**config.mk**
```make
export PLATFORM = sky130hd
export DESIGN_NAME = hbridge_mode_stall_guard_unit
export DESIGN_NICKNAME = d
export VERILOG_FILES = /design/src/hmsg_pkg.sv /design/src/hmsg_ctrl.sv /design/src/hbridge_mode_stall_guard_unit.sv
export SDC_FILE = /design/constraint.sdc
export NUM_CORES = 1
export LEC_CHECK = 0
export BUFFER_PORTS_ARGS = -buffer_cell sky130_fd_sc_hd__buf_2
export CAP_MARGIN = 25
export CORE_ASPECT_RATIO = 0.5
export CORE_MARGIN = 10
export CORE_UTILIZATION = 50
export DETAILED_ROUTE_END_ITERATION = 16
export PLACE_DENSITY = 0.79
export SLEW_MARGIN = 0
export SYNTH_ARGS = -nofsm -noshare
export SYNTH_HDL_FRONTEND = slang
export SYNTH_SLANG_ARGS = --single-unit
```
**constraint.sdc**
```tcl
create_clock -name clk -period 5.8 [get_ports clk]
set_input_delay 0.58 -clock clk [delete_from_list [all_inputs] [get_ports clk]]
set_output_delay 0.58 -clock clk [all_outputs]
set_load 0.1 [all_outputs]
```
**src/hmsg_pkg.sv**
```systemverilog
// ----------------------------------------------------------------------------
// hmsg_pkg: shared types and constants for the H-bridge mode/stall guard
// Mode and command codes, configuration and status bundles, PWM scaling
// constants.
// ----------------------------------------------------------------------------
package hmsg_pkg;

  localparam int ADC_BITS_DFLT  = 12;
  localparam int TIME_BITS_DFLT = 16;

  localparam int DUTY_W   = 10;
  localparam int MS_W     = 16;
  localparam int THR_W    = 12;
  localparam int PBITS_W  = 5;
  localparam int PWM_W    = 16;
  localparam int CUR_W    = 12;
  localparam int CFG_IDX_W = 3;
  localparam int CFG_DATA_W = 16;

  localparam logic [DUTY_W-1:0] DUTY_FULL = 10'd1000;

  // floor(p / 1000) == (p * RECIP_M) >> RECIP_S for any p below 2^PROD_W
  localparam int PROD_W  = DUTY_W + PWM_W;
  localparam int RECIP_S = 36;
  localparam int RECIP_W = 27;
  localparam logic [RECIP_W-1:0] RECIP_M = 27'd68719477;

  localparam logic [PBITS_W-1:0] PWM_BITS_RST = 5'd8;
  localparam logic [THR_W-1:0]   THR_RST      = 12'd4095;

  typedef enum logic [1:0] {
    MODE_DISABLED = 2'd0,
    MODE_COAST    = 2'd1,
    MODE_BRAKE    = 2'd2,
    MODE_RUN      = 2'd3
  } mode_t;

  typedef enum logic [2:0] {
    FUNC_TICK        = 3'd0,
    FUNC_ENABLE      = 3'd1,
    FUNC_DISABLE     = 3'd2,
    FUNC_RUN         = 3'd3,
    FUNC_COAST       = 3'd4,
    FUNC_BRAKE       = 3'd5,
    FUNC_CLEAR_FAULT = 3'd6
  } func_t;

  localparam logic [CFG_IDX_W-1:0] CFG_PWM_BITS      = 3'd0;
  localparam logic [CFG_IDX_W-1:0] CFG_SS_ENABLE     = 3'd1;
  localparam logic [CFG_IDX_W-1:0] CFG_SS_DUTY       = 3'd2;
  localparam logic [CFG_IDX_W-1:0] CFG_SS_MS         = 3'd3;
  localparam logic [CFG_IDX_W-1:0] CFG_BLANKING_MS   = 3'd4;
  localparam logic [CFG_IDX_W-1:0] CFG_STALL_HOLD_MS = 3'd5;
  localparam logic [CFG_IDX_W-1:0] CFG_STALL_THR     = 3'd6;
  localparam logic [CFG_IDX_W-1:0] CFG_STALL_PROT    = 3'd7;

  typedef struct packed {
    logic [PBITS_W-1:0] pwm_bits;
    logic               ss_enable;
    logic [DUTY_W-1:0]  ss_duty;
    logic [MS_W-1:0]    ss_ms;
    logic [MS_W-1:0]    blanking_ms;
    logic [MS_W-1:0]    stall_hold_ms;
    logic [THR_W-1:0]   stall_thr;
    logic               stall_prot;
  } cfg_t;

  typedef struct packed {
    logic              coast_pin;
    mode_t             mode;
    logic              enabled;
    logic              fault;
    logic              stall_event;
    logic              kick;
    logic [DUTY_W-1:0] applied_duty;
  } stat_t;

endpackage

```
**src/hmsg_ctrl.sv**
```systemverilog
// ----------------------------------------------------------------------------
// hmsg_ctrl: drive mode, duty and stall timer state
// Applies one command or tick per step and presents the resulting status.
// ----------------------------------------------------------------------------
module hmsg_ctrl #(
  parameter int ADC_BITS  = hmsg_pkg::ADC_BITS_DFLT,
  parameter int TIME_BITS = hmsg_pkg::TIME_BITS_DFLT
) (
  input  logic                          clk,
  input  logic                          rst_n,
  input  logic                          step,
  input  logic [2:0]                    func,
  input  logic [hmsg_pkg::DUTY_W-1:0]   duty,
  input  logic [hmsg_pkg::CUR_W-1:0]    current_raw,
  input  hmsg_pkg::cfg_t                cfg,
  output hmsg_pkg::stat_t               status
);

  localparam int CMP_W = (ADC_BITS < hmsg_pkg::CUR_W) ? ADC_BITS : hmsg_pkg::CUR_W;
  localparam int TW    = (TIME_BITS > hmsg_pkg::MS_W) ? TIME_BITS : hmsg_pkg::MS_W;

  hmsg_pkg::mode_t               mode_r, mode_nxt;
  logic                          en_r, en_nxt;
  logic                          fault_r, fault_nxt;
  logic [hmsg_pkg::DUTY_W-1:0]   req_r, req_nxt;
  logic [hmsg_pkg::DUTY_W-1:0]   applied_r, applied_nxt;
  logic                          kick_r, kick_nxt;
  logic [TIME_BITS-1:0]          run_el_r, run_el_nxt;
  logic                          trk_r, trk_nxt;
  logic [TIME_BITS-1:0]          over_r, over_nxt;
  logic                          coast_r, coast_nxt;
  logic                          event_c;
  logic [hmsg_pkg::DUTY_W-1:0]   duty_sat;
  logic [hmsg_pkg::DUTY_W-1:0]   ss_duty_sat;
  logic                          over_thr;

  assign duty_sat    = (duty > hmsg_pkg::DUTY_FULL) ? hmsg_pkg::DUTY_FULL : duty;
  assign ss_duty_sat = (cfg.ss_duty > hmsg_pkg::DUTY_FULL) ? hmsg_pkg::DUTY_FULL
                                                           : cfg.ss_duty;
  assign over_thr    = current_raw[CMP_W-1:0] > cfg.stall_thr[CMP_W-1:0];

  always_comb begin
    mode_nxt    = mode_r;
    en_nxt      = en_r;
    fault_nxt   = fault_r;
    req_nxt     = req_r;
    applied_nxt = applied_r;
    kick_nxt    = kick_r;
    run_el_nxt  = run_el_r;
    trk_nxt     = trk_r;
    over_nxt    = over_r;
    coast_nxt   = coast_r;
    event_c     = 1'b0;
    unique case (func)
      hmsg_pkg::FUNC_TICK: begin
        if (mode_r == hmsg_pkg::MODE_RUN) begin
          run_el_nxt = (&run_el_r) ? run_el_r : run_el_r + TIME_BITS'(1);
          if (kick_r && (TW'(run_el_nxt) >= TW'(cfg.ss_ms))) begin
            kick_nxt    = 1'b0;
            applied_nxt = req_r;
          end
        end
        if (!cfg.stall_prot || (mode_r != hmsg_pkg::MODE_RUN) ||
            (TW'(run_el_nxt) < TW'(cfg.blanking_ms)) || !over_thr) begin
          trk_nxt  = 1'b0;
          over_nxt = '0;
        end else if (!trk_r) begin
          trk_nxt  = 1'b1;
          over_nxt = '0;
        end else begin
          over_nxt = (&over_r) ? over_r : over_r + TIME_BITS'(1);
          if (TW'(over_nxt) >= TW'(cfg.stall_hold_ms)) begin
            // latch the fault and fall back to coast
            fault_nxt   = 1'b1;
            coast_nxt   = 1'b1;
            applied_nxt = '0;
            kick_nxt    = 1'b0;
            mode_nxt    = en_r ? hmsg_pkg::MODE_COAST : hmsg_pkg::MODE_DISABLED;
            trk_nxt     = 1'b0;
            over_nxt    = '0;
            event_c     = 1'b1;
          end
        end
      end
      hmsg_pkg::FUNC_ENABLE: begin
        en_nxt = 1'b1;
        if (mode_r == hmsg_pkg::MODE_DISABLED) begin
          coast_nxt   = 1'b1;
          applied_nxt = '0;
          kick_nxt    = 1'b0;
          mode_nxt    = hmsg_pkg::MODE_COAST;
          trk_nxt     = 1'b0;
          over_nxt    = '0;
        end
      end
      hmsg_pkg::FUNC_DISABLE: begin
        coast_nxt   = 1'b1;
        req_nxt     = '0;
        applied_nxt = '0;
        kick_nxt    = 1'b0;
        en_nxt      = 1'b0;
        mode_nxt    = hmsg_pkg::MODE_DISABLED;
        trk_nxt     = 1'b0;
        over_nxt    = '0;
      end
      hmsg_pkg::FUNC_RUN: begin
        if (!fault_r) begin
          en_nxt     = 1'b1;
          req_nxt    = duty_sat;
          run_el_nxt = '0;
          trk_nxt    = 1'b0;
          over_nxt   = '0;
          coast_nxt  = 1'b0;
          if (cfg.ss_enable && (duty_sat != '0) && (duty_sat < cfg.ss_duty) &&
              (cfg.ss_ms != '0)) begin
            kick_nxt    = 1'b1;
            applied_nxt = ss_duty_sat;
          end else begin
            kick_nxt    = 1'b0;
            applied_nxt = duty_sat;
          end
          mode_nxt = hmsg_pkg::MODE_RUN;
        end
      end
      hmsg_pkg::FUNC_COAST, hmsg_pkg::FUNC_BRAKE: begin
        coast_nxt   = (func == hmsg_pkg::FUNC_COAST);
        applied_nxt = '0;
        kick_nxt    = 1'b0;
        if (!en_r) begin
          mode_nxt = hmsg_pkg::MODE_DISABLED;
        end else if (func == hmsg_pkg::FUNC_COAST) begin
          mode_nxt = hmsg_pkg::MODE_COAST;
        end else begin
          mode_nxt = hmsg_pkg::MODE_BRAKE;
        end
        trk_nxt  = 1'b0;
        over_nxt = '0;
      end
      hmsg_pkg::FUNC_CLEAR_FAULT: begin
        fault_nxt = 1'b0;
        trk_nxt   = 1'b0;
        over_nxt  = '0;
      end
      default: begin
      end
    endcase
  end

  always_ff @(posedge clk) begin
    if (!rst_n) begin
      mode_r    <= hmsg_pkg::MODE_COAST;
      en_r      <= 1'b0;
      fault_r   <= 1'b0;
      req_r     <= '0;
      applied_r <= '0;
      kick_r    <= 1'b0;
      run_el_r  <= '0;
      trk_r     <= 1'b0;
      over_r    <= '0;
      coast_r   <= 1'b1;
    end else if (step) begin
      mode_r    <= mode_nxt;
      en_r      <= en_nxt;
      fault_r   <= fault_nxt;
      req_r     <= req_nxt;
      applied_r <= applied_nxt;
      kick_r    <= kick_nxt;
      run_el_r  <= run_el_nxt;
      trk_r     <= trk_nxt;
      over_r    <= over_nxt;
      coast_r   <= coast_nxt;
    end
  end

  always_comb begin
    status.coast_pin    = coast_nxt;
    status.mode         = mode_nxt;
    status.enabled      = en_nxt;
    status.fault        = fault_nxt;
    status.stall_event  = event_c;
    status.kick         = kick_nxt;
    status.applied_duty = applied_nxt;
  end

endmodule

```
**src/hbridge_mode_stall_guard_unit.sv**
```systemverilog
// ----------------------------------------------------------------------------
// hbridge_mode_stall_guard_unit: H-bridge mode controller with stall guard
// Takes commands and 1 ms current ticks, returns PWM compare and status.
// ----------------------------------------------------------------------------
// Accepts one item per clock while in_ready is high and returns exactly one
// result item for each, in order. The state update happens in the cycle the
// item is accepted; the result then passes through three registered stages
// (s1, s2, out) on its way to the out_ channel. The stages serve the PWM
// scaling: duty times full scale is one registered multiply, and the
// divide by 1000 is a second registered multiply by a fixed reciprocal. Each
// stage holds its item while the next is full, so a stalled output backs up
// at most three items before in_ready drops. in_ready stays low while reset
// is held. Configuration writes take effect on the next edge and are meant
// to be issued while no item is in flight.
// ----------------------------------------------------------------------------
module hbridge_mode_stall_guard_unit #(
  parameter int ADC_BITS  = hmsg_pkg::ADC_BITS_DFLT,
  parameter int TIME_BITS = hmsg_pkg::TIME_BITS_DFLT
) (
  input  logic                              clk,
  input  logic                              rst_n,
  input  logic                              cfg_we,
  input  logic [hmsg_pkg::CFG_IDX_W-1:0]    cfg_idx,
  input  logic [hmsg_pkg::CFG_DATA_W-1:0]   cfg_wdata,
  input  logic                              in_valid,
  output logic                              in_ready,
  input  logic [2:0]                        in_func,
  input  logic [hmsg_pkg::DUTY_W-1:0]       in_duty,
  input  logic [hmsg_pkg::CUR_W-1:0]        in_current_raw,
  output logic                              out_valid,
  input  logic                              out_ready,
  output logic [hmsg_pkg::PWM_W-1:0]        out_pwm_compare,
  output logic                              out_coast_pin,
  output logic [1:0]                        out_mode_now,
  output logic                              out_is_enabled,
  output logic                              out_fault_latched,
  output logic                              out_stall_event,
  output logic                              out_kick_active,
  output logic [hmsg_pkg::DUTY_W-1:0]       out_applied_duty
);

  localparam int PROD_W  = hmsg_pkg::PROD_W;
  localparam int RPROD_W = hmsg_pkg::PROD_W + hmsg_pkg::RECIP_W;

  hmsg_pkg::cfg_t   cfg_r;
  hmsg_pkg::stat_t  stat_c;
  hmsg_pkg::stat_t  s1_st_r, s2_st_r, out_st_r;
  logic [hmsg_pkg::PWM_W-1:0]   s1_full_r;
  logic [PROD_W-1:0]            s2_prod_r;
  logic [hmsg_pkg::PWM_W-1:0]   out_pwm_r;
  logic                         s1_valid_r, s2_valid_r, out_valid_r;
  logic                         out_load, s2_load, s1_load, accept;
  logic [hmsg_pkg::PBITS_W-1:0] bits_c;
  logic [hmsg_pkg::PWM_W:0]     full_c;
  logic [RPROD_W-1:0]           rprod_c;

  // configuration registers
  always_ff @(posedge clk) begin
    if (!rst_n) begin
      cfg_r.pwm_bits      <= hmsg_pkg::PWM_BITS_RST;
      cfg_r.ss_enable     <= 1'b0;
      cfg_r.ss_duty       <= '0;
      cfg_r.ss_ms         <= '0;
      cfg_r.blanking_ms   <= '0;
      cfg_r.stall_hold_ms <= '0;
      cfg_r.stall_thr     <= hmsg_pkg::THR_RST;
      cfg_r.stall_prot    <= 1'b0;
    end else if (cfg_we) begin
      unique case (cfg_idx)
        hmsg_pkg::CFG_PWM_BITS:      cfg_r.pwm_bits <= cfg_wdata[hmsg_pkg::PBITS_W-1:0];
        hmsg_pkg::CFG_SS_ENABLE:     cfg_r.ss_enable <= cfg_wdata[0];
        hmsg_pkg::CFG_SS_DUTY:       cfg_r.ss_duty <= cfg_wdata[hmsg_pkg::DUTY_W-1:0];
        hmsg_pkg::CFG_SS_MS:         cfg_r.ss_ms <= cfg_wdata[hmsg_pkg::MS_W-1:0];
        hmsg_pkg::CFG_BLANKING_MS:   cfg_r.blanking_ms <= cfg_wdata[hmsg_pkg::MS_W-1:0];
        hmsg_pkg::CFG_STALL_HOLD_MS: cfg_r.stall_hold_ms <= cfg_wdata[hmsg_pkg::MS_W-1:0];
        hmsg_pkg::CFG_STALL_THR:     cfg_r.stall_thr <= cfg_wdata[hmsg_pkg::THR_W-1:0];
        hmsg_pkg::CFG_STALL_PROT:    cfg_r.stall_prot <= cfg_wdata[0];
        default: begin
        end
      endcase
    end
  end

  // stage enables: a stage loads when empty or when its item moves on
  assign out_load = !out_valid_r || out_ready;
  assign s2_load  = !s2_valid_r || out_load;
  assign s1_load  = !s1_valid_r || s2_load;
  // hold off new items while reset is asserted
  assign in_ready = s1_load && rst_n;
  assign accept   = in_valid && in_ready;

  hmsg_ctrl #(
    .ADC_BITS  (ADC_BITS),
    .TIME_BITS (TIME_BITS)
  ) u_ctrl (
    .clk         (clk),
    .rst_n       (rst_n),
    .step        (accept),
    .func        (in_func),
    .duty        (in_duty),
    .current_raw (in_current_raw),
    .cfg         (cfg_r),
    .status      (stat_c)
  );

  // full scale = 2^bits - 1, with bits clamped to 16
  assign bits_c  = (cfg_r.pwm_bits > hmsg_pkg::PBITS_W'(hmsg_pkg::PWM_W))
                   ? hmsg_pkg::PBITS_W'(hmsg_pkg::PWM_W) : cfg_r.pwm_bits;
  assign full_c  = ((hmsg_pkg::PWM_W+1)'(1) << bits_c) - (hmsg_pkg::PWM_W+1)'(1);
  assign rprod_c = RPROD_W'(s2_prod_r) * RPROD_W'(hmsg_pkg::RECIP_M);

  always_ff @(posedge clk) begin
    if (!rst_n) begin
      s1_valid_r  <= 1'b0;
      s2_valid_r  <= 1'b0;
      out_valid_r <= 1'b0;
    end else begin
      if (s1_load) begin
        s1_valid_r <= in_valid;
      end
      if (s2_load) begin
        s2_valid_r <= s1_valid_r;
      end
      if (out_load) begin
        out_valid_r <= s2_valid_r;
      end
    end
  end

  // payload: hold status alongside the PWM product
  always_ff @(posedge clk) begin
    if (s1_load) begin
      s1_st_r   <= stat_c;
      s1_full_r <= full_c[hmsg_pkg::PWM_W-1:0];
    end
    if (s2_load) begin
      s2_st_r   <= s1_st_r;
      s2_prod_r <= PROD_W'(s1_st_r.applied_duty) * PROD_W'(s1_full_r);
    end
    if (out_load) begin
      out_st_r  <= s2_st_r;
      out_pwm_r <= rprod_c[hmsg_pkg::RECIP_S +: hmsg_pkg::PWM_W];
    end
  end

  assign out_valid         = out_valid_r;
  assign out_pwm_compare   = out_pwm_r;
  assign out_coast_pin     = out_st_r.coast_pin;
  assign out_mode_now      = out_st_r.mode;
  assign out_is_enabled    = out_st_r.enabled;
  assign out_fault_latched = out_st_r.fault;
  assign out_stall_event   = out_st_r.stall_event;
  assign out_kick_active   = out_st_r.kick;
  assign out_applied_duty  = out_st_r.applied_duty;

endmodule

```
---- Word-level counts from Yosys, hierarchy flattened ----
Index checks and enable logic that the tools add are counted.
Widths: inputs -> output; s select.
word-level totals
  memories ................................ 0
  latch bits .............................. 0
  bits in read-only memories .............. 0
  bits of input ports ..................... 49
  flip-flop bits (word level) ............. 248
  RAM bits ................................ 0
  output and inout port bits .............. 35
cells by class
  bitwise operators ....................... 2
  reduce and logical (&&, ||, !) cells .... 42
  add/subtract/negate cells ............... 3
  shifts and indexed selects .............. 1
  muxes and demuxes ....................... 62
  $lt $le $gt $ge ......................... 8
  equal/unequal tests ..................... 17
  divide/modulo/power cells ............... 0
  multipliers ............................. 2
operators with widths
  kind                    count
  $mux 16                 9
  $mux 10                 11
  $pmux 16 s4             1
  $mul 26x27->52 const B  1
  $pmux 10 s4             1
  $add 16x1->16 const B   2
  $ge 16x16->1            2
  $pmux 16 s2             1
  $reduce_and 16->1       2
  $mul 10x16->26          1
  $mux 1                  24
  $eq 3x3->1 const B      7
  $gt 10x10->1 const B    2
  $pmux 10 s2             1
  $lt 16x16->1            1
  $reduce_and 2->1        8
  $reduce_bool 16->1      1
  $shl 1x5->16 const A    1
  $sub 16x2->16 const B   1
  $mux 2                  7
  $eq 3x2->1 const B      4
  $gt 12x12->1            1
  $lt 10x10->1            1
  $pmux 2 s5              1
  24 further kinds        46

---- Logic depth before layout (Yosys ltp) ----
Gate-level depths: netlist (run 1).
  depth in word-level cells ............... 10
  depth in mapped cells ................... 25
  mapped depth without buffers ............ 25

---- Modules after synthesis ----
A second synthesis (run 1) with hierarchy kept.
second synthesis, totals
  cell total of the unflattened synthesis .. 3044
  area total of the unflattened synthesis .. 27976.8 µm²
by module, submodules not included
  module                         instances  area each (µm²)  cells each  sequential area each (µm²)
  hbridge_mode_stall_guard_unit  1          22083.7          2211        4874.7
  hmsg_ctrl                      1          5893.2           833         1181.1

---- Least setup slack after synthesis (run 1) ----
Ideal clock, no wire load.
  kind .................................... register -> register
  start point ............................. reg s2_prod_r[15]
  end point ............................... reg out_pwm_r (netlist bit out_pwm_compare[11]) (data pin)
  data required time ...................... 5540 ps
  path buffers ............................ 0
  period minus slack after synthesis ...... 6343 ps
  arrival ................................. 6083 ps
  stages on the path, launching flop included .. 24
  path slack .............................. -543 ps
  cell sequence ........................... edfxtp_1 > inv_1 > ha_1 > fa_1 > inv_1 > fa_1 > inv_1 > fa_1 > inv_1 > fa_1 > fa_1 > inv_1 > fa_1 > inv_1 > ha_1 > and3_1 > and4_1 > a32oi_1 > o32ai_2 > nor3_2 > o221ai_4 > a211oi_2 > o221ai_1 > xnor2_1
between the ends
  cells in the longest elaborated chain, start to end .. 1
RTL lines
  item                      RTL line                              source
  start: declaration        hbridge_mode_stall_guard_unit.sv:49   logic [PROD_W-1:0] s2_prod_r;
  start signal: assignment  hbridge_mode_stall_guard_unit.sv:138  s2_prod_r <= PROD_W'(s1_st_r.applied_duty) * PROD_W'(s1_full_r);
  $mul 26x27->52            hbridge_mode_stall_guard_unit.sv:110  assign rprod_c = RPROD_W'(s2_prod_r) * RPROD_W'(hmsg_pkg::RECIP_M);
  via rprod_c[47]           hbridge_mode_stall_guard_unit.sv:55   logic [RPROD_W-1:0] rprod_c;
  end signal: assignment    hbridge_mode_stall_guard_unit.sv:142  out_pwm_r <= rprod_c[hmsg_pkg::RECIP_S +: hmsg_pkg::PWM_W];
  end: declaration          hbridge_mode_stall_guard_unit.sv:50   logic [hmsg_pkg::PWM_W-1:0] out_pwm_r;
The timed path passes the listed nets, and every way through them passes these cells.
A chain may end at the register's enable or synchronous reset.

---- Worst setup path in the final report (run 1) ----
  start point ............................. reg s2_prod_r[15]
  end point ............................... reg out_pwm_r (netlist bit out_pwm_compare[10]) (data pin)
Same word-level chain as after synthesis.

==> impl_metrics.py, run 1 <==
metrics = {
    "status": {
        "run_status": "finished, violations left",
        "failed_checks": "setup timing",
    },
    "timing": {
        "finalCritPeriodShare": 1.10,
        "skew_ps": 22.5,
        "setup_violations": 16,
        "tightest_slew_ps": 1060,
        "fin_crit_ps": 6370,
        "maxSlewViolCount": 0,
        "max_clock_freq_mhz": 157,
        "worst_slack_ps": -569,
        "hold_ws_ps": 273,
        "max_slew_margin": 0.297,
        "hold_viol": 0,
        "rsz0062_at_grt": "yes",
    },
    "drt": {
        "drcViolationCount": 0,
        "dr.pass1.iters": 6,
        "routed_via_density": 5.41,
        "vias": 20900,
        "final_antenna_net_count": 0,
        "finalWirelength_um": 66900,
        "first_iter_violations": 1302,
        "wl_per_cell_um": 17.3,
    },
    "clocking": {
        "clock_path_buffers": 3,
        "clk_pin_slew_worst_paths_ps": 60,
        "clk_latency_ps": 580,
        "cts_num_sinks": 248,
        "ctsHoldBuffers": 0,
        "cts_tree": "built",
        "root_buffer": "clkbuf_16",
        "htree_num_levels": 1,
        "cts_buffers": 26,
    },
    "critical_path": {
        "critical_path_class": "reg -> reg",
        "required_ps": 6120,
        "crit_chain": "fa_1 -> inv_1 -> fa_2 -> inv_2 -> fa_1 -> inv_2 -> fa_2 -> inv_2 -> fa_2 -> fa_2 -> inv_1 -> fa_1 -> inv_2 -> ha_4 -> and3_4 -> and4_4 -> a32oi_4 -> o32ai_4 -> nor3_4 -> o221ai_4 -> a211oi_4 -> buf_4 -> o21ai_2 -> xnor2_1",
        "worst-r2r-cell-count": 24,
        "crit_slowest_cell": "fa_1",
        "cp_num_cells": 24,
        "end_kind": "flop",
        "critPathArrivalTime_ps": 6690,
        "cp_top_family": "adder cells",
        "cp-start-kind": "flop",
        "max_stage_delay_ps": 560,
        "crit_fanout": 4,
        "cp_num_buf_inv": 7,
    },
    "hold_path": {
        "hp-class": "in -> reg",
        "holdPathStages": 3,
    },
    "global_routing": {
        "grt_max_degree": 99,
        "antenna_found_initial": 2,
        "use_met1": 0.242,
        "grt_pass1_wl_um": 111000,
        "grt_usage": 0.208,
        "met3_usage": 0.0263,
        "top_usage_layer": "met2",
        "overflow": 0,
        "grt_pass1_vias": 22400,
        "use_met2": 0.390,
    },
    "die": {
        "core_area_mm2": 0.0538,
        "die_y_um": 185,
        "die_w_um": 350,
        "rows": 60,
        "ios": 84,
        "die_area_mm2": 0.0646,
        "start_util": 0.506,
    },
    "yosys": {
        "ys_seq_elements": 248,
        "yosys_warnings": 0,
        "async_flop_share": 0,
        "postSynthAreaPerCell_um2": 9.39,
        "synth_edf_count": 109,
        "syn-cell-area_mm2": 0.0272,
        "ys_types": 79,
        "syn_inst": 2895,
        "ys_seq_area_frac": 0.223,
        "syn_nets": 3665,
        "synth_flop_cell": "dfxtp_1",
    },
    "layout": {
        "drive_gt1_frac": 0.150,
        "fin_area_mm2": 0.0313,
        "mostFrequentLayoutCells": "inv_1, ha_1, nand2_1, fa_1, buf_4",
        "syn_to_final_growth_pct": 15.0,
        "final_util": 0.582,
        "layout_commonest_cell": "inv_1",
        "nets": 3901,
    },
    "job": {
        "cap_violations": 0,
    },
    "placed_design": {
        "gp_congestion": 0.931,
        "dp.final_hpwl_um": 53800,
        "port_buffers": 83,
        "place_area_mm2": 0.0297,
    },
}
area by class of cell:
type                    instances  area [um^2]
fillers                      4304        22500
multi-input cells            1970        19000
flip-flops and latches        248         6060
repair buffers                307         2210
inverters                     578         2170
well taps                     713          892
clock buffers                  32          723
clock inverters                16          220
diodes                          2         5.00
registers in the layout, indices dropped and copies added, names as in the netlist, 10 cells and up:
signal            flops
s1_st_r              17
s2_prod_r            26
out_applied_duty     10
u_ctrl.over_r        16
u_ctrl.req_r         10
u_ctrl.run_el_r      16
s2_st_r              17
cfg_r                77
s1_full_r            16
u_ctrl.applied_r     10
out_pwm_compare      16
Yosys cell counts, types with 5 or more instances:
cell type	number	area, um^2
a21o_1	49	368
edfxtp_1	109	3270
o21a_1	10	75.1
buf_2	8	40.0
a31oi_1	6	37.5
or3_1	7	43.8
nor2b_1	18	113
o21ai_0	80	400
and4_1	5	43.8
nor3_1	26	130
o21bai_1	7	52.6
xnor2_1	43	377
a211oi_1	14	105
o211ai_1	22	165
o31ai_1	11	82.6
mux2i_1	14	140
a21oi_1	173	866
mux2_2	5	56.3
xor2_1	34	298
nor4_1	8	50.1
and3_1	25	156
nor2_1	104	390
and2_1	91	569
a22o_1	10	87.6
a211o_1	5	43.8
a22oi_1	11	82.6
fa_1	322	6450
clkbuf_1	84	315
a221o_1	8	80.1
nand4_1	22	138
inv_1	578	2170
nand3_1	37	185
nand2b_1	14	87.6
a221oi_1	5	43.8
or2_2	8	50.1
ha_1	399	4990
nand2_1	312	1170
dfxtp_1	139	2780
final timing paths:
path | startpoint | end | slack [ps]
worst min register to register | s1_st_r[13] | s2_st_r[13] | 420
worst max-delay path | s2_prod_r[15] | out_pwm_compare[10] | -570
worst max register to register | s2_prod_r[15] | out_pwm_compare[10] | -570
worst min-delay path | in_valid | s1_valid_r | 270
routing by layer:
layer	wire length [um]	part of all wire
met5	0	0
met4	2660	0.040
met3	3200	0.048
met2	34100	0.51
met1	26900	0.40
worst reg2reg max path, stage by stage, from the launching register on:
cell and delay (ps):
edfxtp_1 500, fa_1 560, inv_1 70, fa_2 390
inv_2 70, fa_1 410, inv_2 70, fa_2 430
inv_2 70, fa_2 440, fa_2 530, inv_1 50
fa_1 370, inv_2 80, ha_4 200, and3_4 170
and4_4 190, a32oi_4 310, o32ai_4 170, nor3_4 210
o221ai_4 180, a211oi_4 290, buf_4 170, o21ai_2 50
xnor2_1 130
cell families after synthesis:
group / synth area share
flip-flops: 0.223
XOR/XNOR: 0.0248
multiplexers: 0.00723
adder cells (fa/ha/maj): 0.421
AND/OR/NAND/NOR: 0.125
AO/OA/AOI/OAI: 0.105
buffers and inverters: 0.0948
repair_timing:
action	CTS	global route
endpoints found under the setup margin	16	19
endpoints found under the hold margin	0	0
pin swaps	21	1
setup buffers	20	15
gates resized for setup	54	15
through the flow:
step           setup slack, ps  instances  TNS (ps)
2_1_floorplan             -356       2895     -2680
3_3_place_gp              -571       3778     -5440
3_5_place_dp              -641       3780     -7480
4_1_cts                   -473       3847     -5750
5_1_grt                   -752       3866     -9890
6_report                  -569       3866     -6730
Power of run 1 is left out: the tool's default activity adds up to more than one toggle a clock period on the data nets, which glitch-free logic cannot reach.
==> inputs of run 2 (changes only) <==
Settings changed: ABC_AREA set to 1.
==> run 2 against run 1 <==
Compared with the run above:
- critical endpoint is now out_pwm_compare[11]
- global-route usage decreased by 0.083 points
- die area rose by 1.8%
- worst hold slack better by 25 ps
- the run still ends with setup timing left
- critical path depth increased by 1
==> impl_metrics.py, run 2 <==
metrics = {
    "status": {
        "run_status": "finished, violations left",
        "failed_checks": "setup timing",
    },
    "global_routing": {
        "grt_usage": 0.207,
        "grt_pass1_vias": 23100,
        "grt_pass1_wl_um": 114000,
        "antenna_found_initial": 0,
        "overflow": 0,
        "grt_max_degree": 80,
    },
    "timing": {
        "hold_viol": 0,
        "maxSlewViolCount": 0,
        "finalCritPeriodShare": 1.03,
        "rsz0062_at_grt": "yes",
        "max_clock_freq_mhz": 167,
        "worst_slack_ps": -200,
        "fin_crit_ps": 6000,
        "setup_violations": 11,
        "max_slew_margin": 0.403,
        "tightest_slew_ps": 885,
        "skew_ps": 27.3,
    },
    "layout": {
        "largest_reg_flops": 77,
        "nets": 4259,
        "top_regs": "cfg_r x77, s2_prod_r x26",
        "syn_to_final_growth_pct": 14.2,
        "diodes": 0,
        "mostFrequentLayoutCells": "inv_1, nand2_1, ha_1",
        "drive_gt1_frac": 0.136,
        "layout_commonest_cell": "inv_1",
        "regMostFlops": "cfg_r",
    },
    "drt": {
        "wl_per_cell_um": 16.8,
        "drcViolationCount": 0,
        "dr.pass1.iters": 5,
        "vias": 22500,
        "finalWirelength_um": 71400,
        "first_iter_violations": 1662,
        "routed_via_density": 5.28,
        "final_antenna_net_count": 0,
    },
    "die": {
        "die_w_um": 353,
        "start_util": 0.511,
        "die_area_mm2": 0.0658,
        "ios": 84,
        "die_y_um": 186,
        "core_area_mm2": 0.0543,
        "rows": 60,
    },
    "critical_path": {
        "required_ps": 6130,
        "critPathArrivalTime_ps": 6330,
        "reg2reg_slack_ps": -200,
        "critical_path_class": "reg -> reg",
        "crit_fanout": 4,
        "end_kind": "flop",
        "cp-start-kind": "flop",
    },
    "yosys": {
        "yosys_warnings": 0,
        "ys_types": 53,
        "synth_flop_cell": "dfxtp_1",
        "ys_top_cells_by_count": "inv_1, nand2_1, ha_1, fa_1, a21oi_1",
        "ys_seq_area_frac": 0.218,
        "syn-cell-area_mm2": 0.0277,
        "synth_largest_area_cell": "fa_1",
        "syn_nets": 4051,
        "synth_edf_count": 109,
        "ys_seq_elements": 248,
        "postSynthAreaPerCell_um2": 8.45,
        "yosysMostFrequentCell": "inv_1",
        "synth_top_area_share": 0.233,
        "ys_top_cells_by_area": "fa_1, ha_1, edfxtp_1",
        "async_flop_share": 0,
        "syn_inst": 3281,
    },
    "placed_design": {
        "dp.final_hpwl_um": 55800,
        "place_worst_setup_slack_ps": -344,
        "port_buffers": 83,
        "gp_congestion": 0.978,
    },
    "clocking": {
        "clock_path_buffers": 3,
        "ctsHoldBuffers": 0,
        "clk_pin_slew_worst_paths_ps": 70,
        "cts_num_sinks": 248,
        "htree_num_levels": 1,
        "clk_latency_ps": 590,
        "cts_buffers": 26,
        "root_buffer": "clkbuf_16",
        "cts_tree": "built",
    },
    "hold_path": {
        "hp-class": "in -> reg",
    },
    "job": {
        "cap_violations": 0,
    },
}
-- run 2: changes by cell type after synthesis, moves of 22 or more --
cell,delta
nand3_1,+34
a21oi_1,+68
xnor2_1,-22
nand2_1,+232
and2_1,-89
a21o_1,-44
inv_1,+196
o21ai_0,+75
and3_1,-24
nor2_1,+69
-- run 2: worst paths after layout --
kind | from | end | cells after the start
max | s2_prod_r[15] | out_pwm_compare[11] | 25
min | cfg_idx[2] | cfg_r[71] | 4
max reg2reg | s2_prod_r[15] | out_pwm_compare[11] | 25
min reg2reg | s2_st_r[9] | out_applied_duty[9] | 0
-- run 2: cell type report --
class                           instances  area (um^2)
Multi-Input combinational cell       2160        19000
Clock buffer                           29          693
Sequential cell                       248         6060
Clock inverter                         19          219
Tap cell                              744          931
Timing Repair Buffer                  272         1870
Fill cell                            4464        22600
Inverter                              781         2930
-- run 2: critical path, stage by stage, from the launching register on --
cell	delay [ps]
edfxtp_1	460
buf_6	160
fa_1	450
inv_2	80
fa_1	180
inv_1	60
fa_1	520
inv_1	50
fa_1	580
inv_2	50
fa_1	490
fa_1	510
inv_1	70
fa_1	480
inv_1	60
ha_4	240
nand2_2	110
o21ai_0	90
a21oi_1	200
o21ai_2	90
nand2_1	100
nand3_2	130
nand3_2	90
o211ai_1	160
a21oi_1	230
xnor2_1	90
-- run 2: per-stage QoR --
stage	setup TNS, ps	instance area, um^2	util	hold WS, ps	instances
2_1_floorplan	0	27700	-	400	3281
3_3_place_gp	-753	29700	0.548	402	4153
3_5_place_dp	-2280	29700	0.548	405	4153
4_1_cts	-523	30900	0.570	282	4214
5_1_grt	-3850	31700	0.583	307	4253
6_report	-1200	31700	0.583	297	4253
-- run 2: what timing repair did --
action | in CTS | in global routing
endpoints found under the setup margin | 13 | 20
pin swaps | 17 | 57
gates resized for setup | 43 | 99
buffers inserted | 13 | 39
-- run 2: per-layer routing --
layer	global-route usage	routed length, um	vias to the layer above
li1	-	-	10700
met1	0.251	29100	10800
met2	0.374	35200	742
met3	0.0301	4000	235
met4	0.0693	3070	0
met5	0	0	-
-- run 2: cell families after synthesis --
| family | Yosys count | share of synthesized area |
|---|---|---|
| buf+inv | 873 | 0.119 |
| flops | 248 | 0.218 |
| compound gates | 473 | 0.0930 |
| fa+ha+maj | 721 | 0.413 |
| simple gates | 898 | 0.135 |
| xor+xnor | 68 | 0.0218 |
Power of run 2 is left out for the same reason.
